File: src/hdl/period_jitter_measure_unit_assert.svh
// ----------------------------------------------------------------------------
// period jitter measure assertion macros
// shared assertion forms, clocked on clk_i and quiet during reset
// ----------------------------------------------------------------------------
`ifndef PERIOD_JITTER_MEASURE_UNIT_ASSERT_SVH
`define PERIOD_JITTER_MEASURE_UNIT_ASSERT_SVH

// condition that holds at every edge out of reset
`define PJM_ASSERT_HOLDS(label, expr, msg) \
  label: assert property (@(posedge clk_i) disable iff (!rst_ni) (expr)) else $error(msg);

// same-cycle implication
`define PJM_ASSERT_IMPLIES(label, ante, cons, msg) \
  label: assert property (@(posedge clk_i) disable iff (!rst_ni) (ante) |-> (cons)) \
    else $error(msg);

`endif

File: src/hdl/pjm_pkg.sv
// ----------------------------------------------------------------------------
// pjm_pkg
// shared constants, codes and types of the period jitter measure unit
// ----------------------------------------------------------------------------
`timescale 1ns / 1ps

package pjm_pkg;

  // default widths
  localparam int unsigned PERIOD_BITS_DEF = 16;
  localparam int unsigned COUNT_BITS_DEF  = 20;

  // fixed field widths
  localparam int unsigned TIME_W     = 32;
  localparam int unsigned VALUE_W    = 32;
  localparam int unsigned ACC_CNT_W  = 20;
  localparam int unsigned SUM_W      = 40;
  localparam int unsigned MODE_W     = 3;
  localparam int unsigned BOUND_W    = 16;
  localparam int unsigned RATIO_W    = 12;
  localparam int unsigned CFG_IDX_W  = 2;
  localparam int unsigned CFG_DATA_W = 16;

  // window geometry
  localparam int unsigned WIN_DEPTH = 5;
  localparam int unsigned FILL_W    = 3;
  localparam int unsigned IDX_W     = 3;

  // fixed point scaling
  localparam int unsigned QUOT_W      = 32;
  localparam int unsigned FRAC_SHIFT  = 24;
  localparam int unsigned ABS_SHIFT   = 8;
  localparam int unsigned RATIO_SHIFT = 8;

  // measure modes
  localparam logic [MODE_W-1:0] MODE_LOCAL     = 3'd0;
  localparam logic [MODE_W-1:0] MODE_LOCAL_ABS = 3'd1;
  localparam logic [MODE_W-1:0] MODE_RAP       = 3'd2;
  localparam logic [MODE_W-1:0] MODE_PPQ5      = 3'd3;
  localparam logic [MODE_W-1:0] MODE_DDP       = 3'd4;

  // register indexes
  localparam logic [CFG_IDX_W-1:0] CFG_MODE    = 2'd0;
  localparam logic [CFG_IDX_W-1:0] CFG_FLOOR   = 2'd1;
  localparam logic [CFG_IDX_W-1:0] CFG_CEILING = 2'd2;
  localparam logic [CFG_IDX_W-1:0] CFG_RATIO   = 2'd3;

  // register reset values
  localparam logic [MODE_W-1:0]  MODE_RST    = MODE_LOCAL;
  localparam logic [BOUND_W-1:0] FLOOR_RST   = 16'd5;
  localparam logic [BOUND_W-1:0] CEILING_RST = 16'd960;
  localparam logic [RATIO_W-1:0] RATIO_RST   = 12'd333;

  // sequencer states
  typedef enum logic [2:0] {
    ST_IDLE,
    ST_CHECK,
    ST_ACCUM,
    ST_FINAL,
    ST_MUL_NUM,
    ST_MUL_DEN,
    ST_DIV,
    ST_EMIT
  } pjm_state_e;

endpackage

File: src/hdl/pjm_mul.sv
// ----------------------------------------------------------------------------
// pjm_mul
// shift-add multiplier, one multiplier bit per cycle, stops early
// ----------------------------------------------------------------------------
`timescale 1ns / 1ps

module pjm_mul import pjm_pkg::*; #(
  parameter int unsigned A_W = SUM_W,
  parameter int unsigned B_W = COUNT_BITS_DEF + 3
) (
  input  logic               clk_i,
  input  logic               rst_ni,
  input  logic               start_i,
  input  logic [A_W-1:0]     a_i,
  input  logic [B_W-1:0]     b_i,
  output logic               done_o,
  output logic [A_W+B_W-1:0] p_o
);

  localparam int unsigned P_W = A_W + B_W;

  logic           busy_q, busy_d;
  logic [P_W-1:0] acc_q, acc_d;
  logic [P_W-1:0] mc_q, mc_d;
  logic [B_W-1:0] mp_q, mp_d;

  // finished once no multiplier bits remain
  assign done_o = busy_q && (mp_q == '0);
  assign p_o    = acc_q;

  // one add and shift per cycle
  always_comb begin
    busy_d = busy_q;
    acc_d  = acc_q;
    mc_d   = mc_q;
    mp_d   = mp_q;
    if (start_i) begin
      busy_d = 1'b1;
      acc_d  = '0;
      mc_d   = P_W'(a_i);
      mp_d   = b_i;
    end else if (busy_q) begin
      if (mp_q == '0) begin
        busy_d = 1'b0;
      end else begin
        if (mp_q[0]) begin
          acc_d = acc_q + mc_q;
        end
        mc_d = mc_q << 1;
        mp_d = mp_q >> 1;
      end
    end
  end

  // control
  always_ff @(posedge clk_i or negedge rst_ni) begin
    if (!rst_ni) begin
      busy_q <= 1'b0;
    end else begin
      busy_q <= busy_d;
    end
  end

  // datapath
  always_ff @(posedge clk_i) begin
    acc_q <= acc_d;
    mc_q  <= mc_d;
    mp_q  <= mp_d;
  end

endmodule

File: src/hdl/pjm_div.sv
// ----------------------------------------------------------------------------
// pjm_div
// restoring divider with saturating 32-bit quotient, one bit per cycle
// ----------------------------------------------------------------------------
`timescale 1ns / 1ps

module pjm_div import pjm_pkg::*; #(
  parameter int unsigned N_W = COUNT_BITS_DEF + 3 + SUM_W + QUOT_W
) (
  input  logic                  clk_i,
  input  logic                  rst_ni,
  input  logic                  start_i,
  input  logic [N_W-1:0]        n_i,
  input  logic [N_W-QUOT_W-1:0] d_i,
  output logic                  done_o,
  output logic [QUOT_W-1:0]     q_o
);

  localparam int unsigned CNT_W = $clog2(QUOT_W);

  logic              busy_q, busy_d;
  logic              first_q, first_d;
  logic              done_q, done_d;
  logic [CNT_W-1:0]  cnt_q, cnt_d;
  logic [N_W-1:0]    rem_q, rem_d;
  logic [N_W-1:0]    dsh_q, dsh_d;
  logic [QUOT_W-1:0] quo_q, quo_d;
  logic              ge;

  assign done_o = done_q;
  assign q_o    = quo_q;
  assign ge     = rem_q >= dsh_q;

  // overflow test first, then one quotient bit per cycle
  always_comb begin
    busy_d  = busy_q;
    first_d = first_q;
    done_d  = 1'b0;
    cnt_d   = cnt_q;
    rem_d   = rem_q;
    dsh_d   = dsh_q;
    quo_d   = quo_q;
    if (start_i) begin
      busy_d  = 1'b1;
      first_d = 1'b1;
      cnt_d   = CNT_W'(QUOT_W - 1);
      rem_d   = n_i;
      dsh_d   = {d_i, {QUOT_W{1'b0}}};
      quo_d   = '0;
    end else if (busy_q) begin
      if (first_q) begin
        if (ge) begin
          quo_d  = '1;
          busy_d = 1'b0;
          done_d = 1'b1;
        end else begin
          dsh_d   = dsh_q >> 1;
          first_d = 1'b0;
        end
      end else begin
        if (ge) begin
          rem_d = rem_q - dsh_q;
        end
        quo_d = {quo_q[QUOT_W-2:0], ge};
        dsh_d = dsh_q >> 1;
        if (cnt_q == '0) begin
          busy_d = 1'b0;
          done_d = 1'b1;
        end else begin
          cnt_d = cnt_q - 1'b1;
        end
      end
    end
  end

  // control
  always_ff @(posedge clk_i or negedge rst_ni) begin
    if (!rst_ni) begin
      busy_q <= 1'b0;
      done_q <= 1'b0;
    end else begin
      busy_q <= busy_d;
      done_q <= done_d;
    end
  end

  // datapath
  always_ff @(posedge clk_i) begin
    first_q <= first_d;
    cnt_q   <= cnt_d;
    rem_q   <= rem_d;
    dsh_q   <= dsh_d;
    quo_q   <= quo_d;
  end

endmodule

File: src/hdl/period_jitter_measure_unit.sv
// ----------------------------------------------------------------------------
// period_jitter_measure_unit
// jitter of a pulse train: local, local absolute, rap, ppq5 and ddp
// ----------------------------------------------------------------------------
// Each pulse word enters in the idle state, then the sequencer checks the
// newest pair or window one slot per cycle through a single ratio multiplier
// and, if accepted, adds the participating periods one per cycle. The
// final pulse of a sequence then runs the shared shift-add multiplier twice
// (relative modes only) and the restoring divider before the result word is
// loaded into the output register. Input is stalled while a pulse is in
// work; a waiting result does not block the next pulse, only a further
// final pulse waits for it to be taken. No clearing pass follows reset.
`timescale 1ns / 1ps

module period_jitter_measure_unit import pjm_pkg::*; #(
  parameter int unsigned PERIOD_BITS = PERIOD_BITS_DEF,
  parameter int unsigned COUNT_BITS  = COUNT_BITS_DEF
) (
  input  logic                  clk_i,
  input  logic                  rst_ni,
  // pulse input
  input  logic                  in_valid_i,
  output logic                  in_stall_o,
  input  logic [TIME_W-1:0]     pulse_time_i,
  input  logic                  last_pulse_i,
  // result output
  output logic                  out_valid_o,
  input  logic                  out_stall_i,
  output logic [VALUE_W-1:0]    jitter_value_o,
  output logic                  defined_o,
  output logic [ACC_CNT_W-1:0]  accepted_count_o,
  // configuration
  input  logic                  cfg_we_i,
  input  logic [CFG_IDX_W-1:0]  cfg_index_i,
  input  logic [CFG_DATA_W-1:0] cfg_wdata_i
);

  localparam int unsigned DEV_W  = PERIOD_BITS + 3;
  localparam int unsigned KDC_W  = COUNT_BITS + 3;
  localparam int unsigned PROD_W = SUM_W + KDC_W;
  localparam int unsigned DIV_W  = PROD_W + QUOT_W;
  localparam int unsigned RP_W   = PERIOD_BITS + RATIO_W;
  localparam logic [COUNT_BITS-1:0] CNT_MAX = '1;
  localparam logic [SUM_W-1:0]      SUM_MAX = '1;

  // configuration registers
  logic [MODE_W-1:0]  mode_q;
  logic [BOUND_W-1:0] floor_q;
  logic [BOUND_W-1:0] ceil_q;
  logic [RATIO_W-1:0] ratio_q;

  // sequence state
  pjm_state_e             state_q, state_d;
  logic [TIME_W-1:0]      prev_q, prev_d;
  logic                   have_prev_q, have_prev_d;
  logic                   last_q, last_d;
  logic [PERIOD_BITS-1:0] win_q [WIN_DEPTH];
  logic [PERIOD_BITS-1:0] win_d [WIN_DEPTH];
  logic [PERIOD_BITS-1:0] scan_q [WIN_DEPTH];
  logic [PERIOD_BITS-1:0] scan_d [WIN_DEPTH];
  logic [WIN_DEPTH-1:0]   sat_q, sat_d;
  logic [WIN_DEPTH-1:0]   scan_sat_q, scan_sat_d;
  logic [WIN_DEPTH-1:0]   marks_q, marks_d;
  logic [FILL_W-1:0]      fill_q, fill_d;
  logic [IDX_W-1:0]       n_q, n_d;
  logic [IDX_W-1:0]       k_q, k_d;
  logic [SUM_W-1:0]       dsum_q, dsum_d;
  logic [COUNT_BITS-1:0]  dcnt_q, dcnt_d;
  logic [SUM_W-1:0]       psum_q, psum_d;
  logic [COUNT_BITS-1:0]  pcnt_q, pcnt_d;
  logic [PROD_W-1:0]      nb_q, nb_d;

  // result register
  logic                 out_valid_q, out_valid_d;
  logic [VALUE_W-1:0]   res_val_q, res_val_d;
  logic                 res_def_q, res_def_d;
  logic [VALUE_W-1:0]   out_val_q, out_val_d;
  logic                 out_def_q, out_def_d;
  logic [ACC_CNT_W-1:0] out_cnt_q, out_cnt_d;

  // shared units
  logic              mul_start, mul_done;
  logic [SUM_W-1:0]  mul_a;
  logic [KDC_W-1:0]  mul_b;
  logic [PROD_W-1:0] mul_p;
  logic              div_start, div_done;
  logic [DIV_W-1:0]  div_n;
  logic [PROD_W-1:0] div_d;
  logic [QUOT_W-1:0] div_q;

  // combinational helpers
  logic [TIME_W-1:0]      diff;
  logic [PERIOD_BITS-1:0] lo, hi;
  logic [RP_W-1:0]        hi_sh, lim;
  logic                   ratio_fits, range_ok, last_step, pair_step;
  logic [DEV_W-1:0]       s_sum, c_sum, dev;
  logic [SUM_W:0]         dsum_add, psum_add;
  logic [KDC_W-1:0]       kdc;
  logic                   rel_def;

  assign in_stall_o       = (state_q != ST_IDLE);
  assign out_valid_o      = out_valid_q;
  assign jitter_value_o   = out_val_q;
  assign defined_o        = out_def_q;
  assign accepted_count_o = out_cnt_q;

  pjm_mul #(
    .A_W (SUM_W),
    .B_W (KDC_W)
  ) u_mul (
    .clk_i   (clk_i),
    .rst_ni  (rst_ni),
    .start_i (mul_start),
    .a_i     (mul_a),
    .b_i     (mul_b),
    .done_o  (mul_done),
    .p_o     (mul_p)
  );

  pjm_div #(
    .N_W (DIV_W)
  ) u_div (
    .clk_i   (clk_i),
    .rst_ni  (rst_ni),
    .start_i (div_start),
    .n_i     (div_n),
    .d_i     (div_d),
    .done_o  (div_done),
    .q_o     (div_q)
  );

  // pair test on the front of the scan line
  always_comb begin
    lo         = (scan_q[0] < scan_q[1]) ? scan_q[0] : scan_q[1];
    hi         = (scan_q[0] < scan_q[1]) ? scan_q[1] : scan_q[0];
    hi_sh      = RP_W'(hi) << RATIO_SHIFT;
    lim        = RP_W'(ratio_q) * RP_W'(lo);
    ratio_fits = (lo != '0) && (hi_sh <= lim);
    range_ok   = !scan_sat_q[0]
                 && (TIME_W'(scan_q[0]) >= TIME_W'(floor_q))
                 && (TIME_W'(scan_q[0]) <= TIME_W'(ceil_q));
    last_step  = (k_q == (n_q - 1'b1));
    pair_step  = ((k_q + 1'b1) < n_q);
  end

  // difference of the newest pair, or window deviation scaled by the window length
  always_comb begin
    s_sum = '0;
    c_sum = '0;
    case (n_q)
      3'd3: begin
        s_sum = DEV_W'(win_q[0]) + DEV_W'(win_q[1]) + DEV_W'(win_q[2]);
        c_sum = (DEV_W'(win_q[1]) << 1) + DEV_W'(win_q[1]);
      end
      3'd5: begin
        s_sum = DEV_W'(win_q[0]) + DEV_W'(win_q[1]) + DEV_W'(win_q[2])
                + DEV_W'(win_q[3]) + DEV_W'(win_q[4]);
        c_sum = (DEV_W'(win_q[2]) << 2) + DEV_W'(win_q[2]);
      end
      default: begin
        s_sum = DEV_W'(win_q[0]);
        c_sum = DEV_W'(win_q[1]);
      end
    endcase
    dev      = (c_sum > s_sum) ? (c_sum - s_sum) : (s_sum - c_sum);
    dsum_add = {1'b0, dsum_q} + (SUM_W + 1)'(dev);
    psum_add = {1'b0, psum_q} + (SUM_W + 1)'(scan_q[0]);
  end

  // scale of the denominator and result validity
  always_comb begin
    case (mode_q)
      MODE_RAP:  kdc = (KDC_W'(dcnt_q) << 1) + KDC_W'(dcnt_q);
      MODE_PPQ5: kdc = (KDC_W'(dcnt_q) << 2) + KDC_W'(dcnt_q);
      default:   kdc = KDC_W'(dcnt_q);
    endcase
    rel_def = (dcnt_q != '0) && (pcnt_q != '0) && (psum_q != '0);
  end

  // sequencer
  always_comb begin
    state_d     = state_q;
    prev_d      = prev_q;
    have_prev_d = have_prev_q;
    last_d      = last_q;
    win_d       = win_q;
    scan_d      = scan_q;
    sat_d       = sat_q;
    scan_sat_d  = scan_sat_q;
    marks_d     = marks_q;
    fill_d      = fill_q;
    n_d         = n_q;
    k_d         = k_q;
    dsum_d      = dsum_q;
    dcnt_d      = dcnt_q;
    psum_d      = psum_q;
    pcnt_d      = pcnt_q;
    nb_d        = nb_q;
    res_val_d   = res_val_q;
    res_def_d   = res_def_q;
    out_valid_d = out_valid_q;
    out_val_d   = out_val_q;
    out_def_d   = out_def_q;
    out_cnt_d   = out_cnt_q;
    mul_start   = 1'b0;
    mul_a       = '0;
    mul_b       = '0;
    div_start   = 1'b0;
    div_n       = '0;
    div_d       = '0;
    diff        = pulse_time_i - prev_q;

    // result word taken
    if (out_valid_q && !out_stall_i) begin
      out_valid_d = 1'b0;
    end

    case (state_q)
      ST_IDLE: begin
        if (in_valid_i) begin
          last_d      = last_pulse_i;
          prev_d      = pulse_time_i;
          have_prev_d = 1'b1;
          if (have_prev_q) begin
            // new period into the window, long ones saturated and flagged
            for (int i = WIN_DEPTH - 1; i > 0; i--) begin
              win_d[i] = win_q[i-1];
            end
            sat_d   = {sat_q[WIN_DEPTH-2:0], 1'b0};
            marks_d = {marks_q[WIN_DEPTH-2:0], 1'b0};
            if (diff[TIME_W-1:PERIOD_BITS] != '0) begin
              win_d[0] = '1;
              sat_d[0] = 1'b1;
            end else begin
              win_d[0] = diff[PERIOD_BITS-1:0];
            end
            if (fill_q < FILL_W'(WIN_DEPTH)) begin
              fill_d = fill_q + 1'b1;
            end
            scan_d     = win_d;
            scan_sat_d = sat_d;
            case (mode_q)
              MODE_LOCAL, MODE_LOCAL_ABS: n_d = 3'd2;
              MODE_RAP, MODE_DDP:         n_d = 3'd3;
              MODE_PPQ5:                  n_d = 3'd5;
              default:                    n_d = 3'd0;
            endcase
            k_d     = '0;
            state_d = ST_CHECK;
          end else begin
            state_d = ST_FINAL;
          end
        end
      end

      // one slot per cycle: range, then ratio to its older neighbour
      ST_CHECK: begin
        if ((n_q == '0) || (fill_q < n_q)) begin
          state_d = ST_FINAL;
        end else if (!range_ok || (pair_step && !ratio_fits)) begin
          state_d = ST_FINAL;
        end else if (last_step) begin
          if (dcnt_q != CNT_MAX) begin
            dsum_d = dsum_add[SUM_W] ? SUM_MAX : dsum_add[SUM_W-1:0];
            dcnt_d = dcnt_q + 1'b1;
          end
          scan_d  = win_q;
          k_d     = '0;
          state_d = ST_ACCUM;
        end else begin
          for (int i = 0; i < WIN_DEPTH - 1; i++) begin
            scan_d[i] = scan_q[i+1];
          end
          scan_sat_d = scan_sat_q >> 1;
          k_d        = k_q + 1'b1;
        end
      end

      // each period of the window counted once
      ST_ACCUM: begin
        if (!marks_q[k_q]) begin
          marks_d[k_q] = 1'b1;
          if (pcnt_q != CNT_MAX) begin
            psum_d = psum_add[SUM_W] ? SUM_MAX : psum_add[SUM_W-1:0];
            pcnt_d = pcnt_q + 1'b1;
          end
        end
        for (int i = 0; i < WIN_DEPTH - 1; i++) begin
          scan_d[i] = scan_q[i+1];
        end
        if (last_step) begin
          state_d = ST_FINAL;
        end else begin
          k_d = k_q + 1'b1;
        end
      end

      // end of sequence: pick the result path
      ST_FINAL: begin
        if (!last_q) begin
          state_d = ST_IDLE;
        end else if (mode_q == MODE_LOCAL_ABS && dcnt_q != '0) begin
          div_start = 1'b1;
          div_n     = DIV_W'(dsum_q) << ABS_SHIFT;
          div_d     = PROD_W'(dcnt_q);
          res_def_d = 1'b1;
          state_d   = ST_DIV;
        end else if (mode_q != MODE_LOCAL_ABS && mode_q <= MODE_DDP && rel_def) begin
          mul_start = 1'b1;
          mul_a     = dsum_q;
          mul_b     = KDC_W'(pcnt_q);
          res_def_d = 1'b1;
          state_d   = ST_MUL_NUM;
        end else begin
          res_val_d = '0;
          res_def_d = 1'b0;
          state_d   = ST_EMIT;
        end
      end

      ST_MUL_NUM: begin
        if (mul_done) begin
          nb_d      = mul_p;
          mul_start = 1'b1;
          mul_a     = psum_q;
          mul_b     = kdc;
          state_d   = ST_MUL_DEN;
        end
      end

      ST_MUL_DEN: begin
        if (mul_done) begin
          div_start = 1'b1;
          div_n     = DIV_W'(nb_q) << FRAC_SHIFT;
          div_d     = mul_p;
          state_d   = ST_DIV;
        end
      end

      ST_DIV: begin
        if (div_done) begin
          res_val_d = div_q;
          state_d   = ST_EMIT;
        end
      end

      // load the result word and clear the sequence
      ST_EMIT: begin
        if (!out_valid_q || !out_stall_i) begin
          out_valid_d = 1'b1;
          out_val_d   = res_val_q;
          out_def_d   = res_def_q;
          out_cnt_d   = ACC_CNT_W'(dcnt_q);
          have_prev_d = 1'b0;
          fill_d      = '0;
          marks_d     = '0;
          sat_d       = '0;
          dsum_d      = '0;
          dcnt_d      = '0;
          psum_d      = '0;
          pcnt_d      = '0;
          state_d     = ST_IDLE;
        end
      end

      default: begin
        state_d = ST_IDLE;
      end
    endcase
  end

  // configuration writes
  always_ff @(posedge clk_i or negedge rst_ni) begin
    if (!rst_ni) begin
      mode_q  <= MODE_RST;
      floor_q <= FLOOR_RST;
      ceil_q  <= CEILING_RST;
      ratio_q <= RATIO_RST;
    end else if (cfg_we_i) begin
      case (cfg_index_i)
        CFG_MODE:    mode_q  <= cfg_wdata_i[MODE_W-1:0];
        CFG_FLOOR:   floor_q <= cfg_wdata_i[BOUND_W-1:0];
        CFG_CEILING: ceil_q  <= cfg_wdata_i[BOUND_W-1:0];
        CFG_RATIO:   ratio_q <= cfg_wdata_i[RATIO_W-1:0];
        default:     mode_q  <= mode_q;
      endcase
    end
  end

  // control state
  always_ff @(posedge clk_i or negedge rst_ni) begin
    if (!rst_ni) begin
      state_q     <= ST_IDLE;
      have_prev_q <= 1'b0;
      sat_q       <= '0;
      marks_q     <= '0;
      fill_q      <= '0;
      dsum_q      <= '0;
      dcnt_q      <= '0;
      psum_q      <= '0;
      pcnt_q      <= '0;
      out_valid_q <= 1'b0;
    end else begin
      state_q     <= state_d;
      have_prev_q <= have_prev_d;
      sat_q       <= sat_d;
      marks_q     <= marks_d;
      fill_q      <= fill_d;
      dsum_q      <= dsum_d;
      dcnt_q      <= dcnt_d;
      psum_q      <= psum_d;
      pcnt_q      <= pcnt_d;
      out_valid_q <= out_valid_d;
    end
  end

  // payload
  always_ff @(posedge clk_i) begin
    prev_q     <= prev_d;
    last_q     <= last_d;
    win_q      <= win_d;
    scan_q     <= scan_d;
    scan_sat_q <= scan_sat_d;
    n_q        <= n_d;
    k_q        <= k_d;
    nb_q       <= nb_d;
    res_val_q  <= res_val_d;
    res_def_q  <= res_def_d;
    out_val_q  <= out_val_d;
    out_def_q  <= out_def_d;
    out_cnt_q  <= out_cnt_d;
  end

  // checks
  `include "period_jitter_measure_unit_assert.svh"

  `PJM_ASSERT_HOLDS(a_fill_bound, fill_q <= FILL_W'(WIN_DEPTH), "window fill beyond depth")
  `PJM_ASSERT_IMPLIES(a_dsum_needs_count, dcnt_q == '0, dsum_q == '0, "deviation sum without count")
  `PJM_ASSERT_IMPLIES(a_psum_needs_count, pcnt_q == '0, (psum_q == '0) && (marks_q == '0), "period sum or marks without count")

endmodule

File: config.mk
export PLATFORM = sky130hd
export DESIGN_NAME = period_jitter_measure_unit
export DESIGN_NICKNAME = d
export VERILOG_FILES = /design/src/hdl/pjm_pkg.sv /design/src/hdl/pjm_mul.sv /design/src/hdl/pjm_div.sv /design/src/hdl/period_jitter_measure_unit.sv
export VERILOG_INCLUDE_DIRS = /design/src /design/src/hdl
export SDC_FILE = /design/constraint.sdc
export NUM_CORES = 2
export LEC_CHECK = 0
export ABC_CLOCK_PERIOD_IN_PS = 23400
export BUFFER_PORTS_ARGS = -buffer_cell sky130_fd_sc_hd__buf_2
export CAP_MARGIN = 40
export CORE_MARGIN = 2
export CORE_UTILIZATION = 25
export DETAILED_ROUTE_END_ITERATION = 7
export SYNTH_ARGS = -nofsm -noshare
export SYNTH_HDL_FRONTEND = slang
export SYNTH_SLANG_ARGS = --single-unit
File: constraint.sdc
create_clock -name clk_i -period 23.4 [get_ports clk_i]
set_clock_uncertainty 0.15 [all_clocks]
set_input_delay 1.17 -clock clk_i [delete_from_list [all_inputs] [get_ports clk_i]]
set_output_delay 1.17 -clock clk_i [all_outputs]
set_load 0.01 [all_outputs]
==> results.py <==
metrics = {
    "status": {
        "status": "finished with violations",
        "violations": "DRC",
    },
    "timing": {
        "finalHoldViolCount": 0,
        "slew_viol_final": 0,
        "post-route-period-util_pct": 47.6,
        "max_slew_margin_pct": 37.4,
        "setup_viol_count_final": 0,
        "clock.fmax_mhz": 89.8,
        "setup-tns-final_ns": 0,
        "min_period_ns": 11.13,
        "rsz0062_at_grt": "no",
        "worst_pin_slew_ns": 0.936,
    },
    "drt": {
        "detailroute.via_count": 52100,
        "detail_route.iter0.violations": 5043,
        "met2_length_um": 86500,
        "detail_route.wirelength.met1_um": 88000,
        "met3RoutedLength_um": 10700,
        "remaining_drc_errors": 20,
        "highest-signal-layer": "met5",
        "first_pass_iters": 8,
        "drt-wirelength-per-cell_um": 18.5,
        "routed_wl_um": 191000,
        "post_detailed_route_count_of_antenna_violating_nets": 0,
        "vias_per_inst": 5.06,
    },
    "synthesis": {
        "yosysMostFrequentCell": "nand2_1",
        "synth.cells.most_frequent": "923 x nand2_1, 588 x inv_1, 574 x edfxtp_1, 536 x a21oi_1, 512 x ha_1",
        "synth-seq-area-share_pct": 38.8,
        "synth_enable_flop_cells": 574,
        "postSynthRegisterBits": 917,
        "number_of_nets_produced_by_synthesis": 7631,
        "most_area_consuming_cells_after_synthesis": "edfxtp_1 27%, ha_1 9.9%, dfrtp_1 6.8%",
        "syn_area_per_cell_um2": 9.40,
        "synth_top_area_share_pct": 26.7,
        "synth.lib_cells_used.distinct": 102,
        "synth_largest_area_cell": "edfxtp_1",
        "yosys_most_used_dff": "edfxtp_1",
        "syn_inst_count": 6878,
        "synthesis.yosys.warnings": 0,
        "netlist_area_mm2": 0.0646,
        "synth_async_sr_flop_share_pct": 20.4,
    },
    "clocking": {
        "worst_skew_pair.late_latency_ns": 0.75,
        "htreeDepth": 3,
        "cts_tree": "yes",
        "cts_repair_resize_count": 0,
        "clk_root_buffer_cell": "clkbuf_16",
        "clock-sinks": 917,
        "clockBufferDepth": 3,
        "numCtsBuffers": 99,
        "cts_hold_buffers": 0,
        "clk_transition_reported_paths_ns": 0.06,
        "postCtsSetupRepairBufs": 0,
    },
    "setup_path": {
        "start_kind": "flip-flop",
        "cpMaxStageDelayCell": "or2_2",
        "critical-path-max-stage-delay_ns": 0.74,
        "endpoint_kind": "flip-flop",
        "worstPathArrival_ns": 11.33,
        "cp_num_buf_inv": 5,
        "critical_path_data_required_time_ns": 23.60,
        "critPathKind": "flip-flop to flip-flop",
        "cp_common_cell": "fa_1",
        "maximum_fanout_count_along_the_critical_path": 64,
        "critPathTopFamily": "adder cells",
    },
    "min_path": {
        "timing.hold.worst.class": "flip-flop to flip-flop",
    },
    "floorplan": {
        "die_h_um": 513,
        "initial_utilization_pct": 25.2,
        "core_region_area_mm2": 0.257,
        "fp-row-count": 186,
        "floorplan.die_area_mm2": 0.263,
        "number_of_i_o_pins": 111,
        "die_w_um": 513,
    },
    "cells_and_area": {
        "drive_gt1_share_pct": 8.09,
        "post-route-util_pct": 28.2,
        "layout.cells.non_filler": 10300,
        "post_route_cell_area_mm2": 0.0725,
        "finish.net_count": 7578,
        "area.growth.synth_to_final_pct": 12.1,
    },
    "grt": {
        "number_of_global_route_vias_before_repair": 50800,
        "grt_start_max_net_pins": 78,
        "initial_antenna_violation_count": 5,
        "congestion_overflow_gr": 0,
        "grt_usage_pct": 14.0,
        "grt_first_pass_wirelength_um": 298000,
    },
    "pwr": {
        "leakagePower_nw": 31.1,
        "p_per_area_mw_per_mm2": 120,
        "peakVddDrop_v": 0.000479,
        "p_total_mw": 8.72,
    },
    "place": {
        "post-place-cells": 10100,
        "place_congestion": 0.879,
        "placed_area_mm2": 0.0691,
        "place.detailed.hpwl_um": 143000,
        "place.port_buffers": 110,
    },
    "flow_run": {
        "drv.max_cap_violation_count": 0,
    },
}
## stage by stage
step | hold slack, ns | worst slack (ns)
final | 0.267 | 12.27
after global routing | 0.277 | 11.51
after CTS | 0.271 | 12.32
after detailed placement | 0.257 | 12.34
after global placement | 0.252 | 12.06
after floorplan | 0.250 | 11.18
## flip-flops by register name (all words and copies together) (netlist names), 40 cells and up
name and count:
nb_q 63, u_div.dsh_q 95, dsum_q 40, u_div.rem_q 95, u_mul.mc_q 63, u_mul.p_o 63, scan_q 80, win_q 80
psum_q 40
## final timing paths
path                                            start                          end  slack [ns]  cells after the start
max                              scan_q[78]$_DFFE_PP_         scan_q[72]$_DFFE_PP_       12.27                     37
max in group asynchronous                      rst_ni       marks_q[1]$_DFFE_PN0P_       20.93                      4
min in group asynchronous                      rst_ni       ratio_q[5]$_DFFE_PN0P_        0.30                      1
min                        res_val_q[9]$_SDFFCE_PP0P_  jitter_value_o[9]$_DFFE_PP_        0.27                      0
max reg2reg                      scan_q[78]$_DFFE_PP_         scan_q[72]$_DFFE_PP_       12.27                     37
min reg2reg                res_val_q[9]$_SDFFCE_PP0P_  jitter_value_o[9]$_DFFE_PP_        0.27                      0
## worst reg2reg max path: cells and delay by family (launching register included)
| family | cells | cell delay, ns |
|---|---|---|
| fa+ha+maj | 8 | 3.50 |
| compound gates | 14 | 2.71 |
| simple gates | 8 | 2.15 |
| buf+inv | 5 | 0.89 |
| mux | 1 | 0.58 |
| flops | 1 | 0.56 |
| xor+xnor | 1 | 0.10 |
## final cells by class
cell class / instances / area, µm²
fill: 27000 / 184000
multi-input combinational: 5040 / 36200
sequential: 917 / 25100
tap: 3384 / 4230
clock buffer: 142 / 2910
inverter: 588 / 2210
timing repair buffer: 179 / 1330
clock inverter: 45 / 522
antenna: 4 / 10.0
## where the power goes
part           leakage, nW  switching [mW]  internal, mW
clock network         1.68           0.713         0.952
registers             8.12          0.0331          1.72
logic                 21.3            2.99          2.32
total                 31.1            3.73          4.99
## per-layer routing
layer / GRT usage, % / vias up
met2: 22.3 / 1534
met4: 4.13 / 2
met1: 19.7 / 25700
met5: 0 / -
li1: - / 24600
met3: 2.05 / 287
## layout by cell type, fill, tap and decap left out, drive strengths merged, types with 176 or more instances in the layout
master  synthesis  layout
o21ai         428     428
ha            512     512
inv           588     598
a21o          227     227
fa            185     185
xnor2         197     197
nand2         923     923
edfxtp        574     574
a21oi         540     540
dfrtp         176     176
nor2          294     294
buf            52     178
## logic make-up (layout without fill, tap and decap cells)
kind of cell	after synthesis	after routing	synth area share (%)
AOI/OAI and AO/OA	1912	1912	19.6
xor gates and xnor gates	333	333	4.51
adders and majority gates	697	697	15.6
buffers and inverters	921	954	5.43
DFF	917	917	38.8
muxes	108	108	1.81
other	0	4	0
and+or+nand+nor	1990	1990	14.3
(Power assumes the default switching activity.)
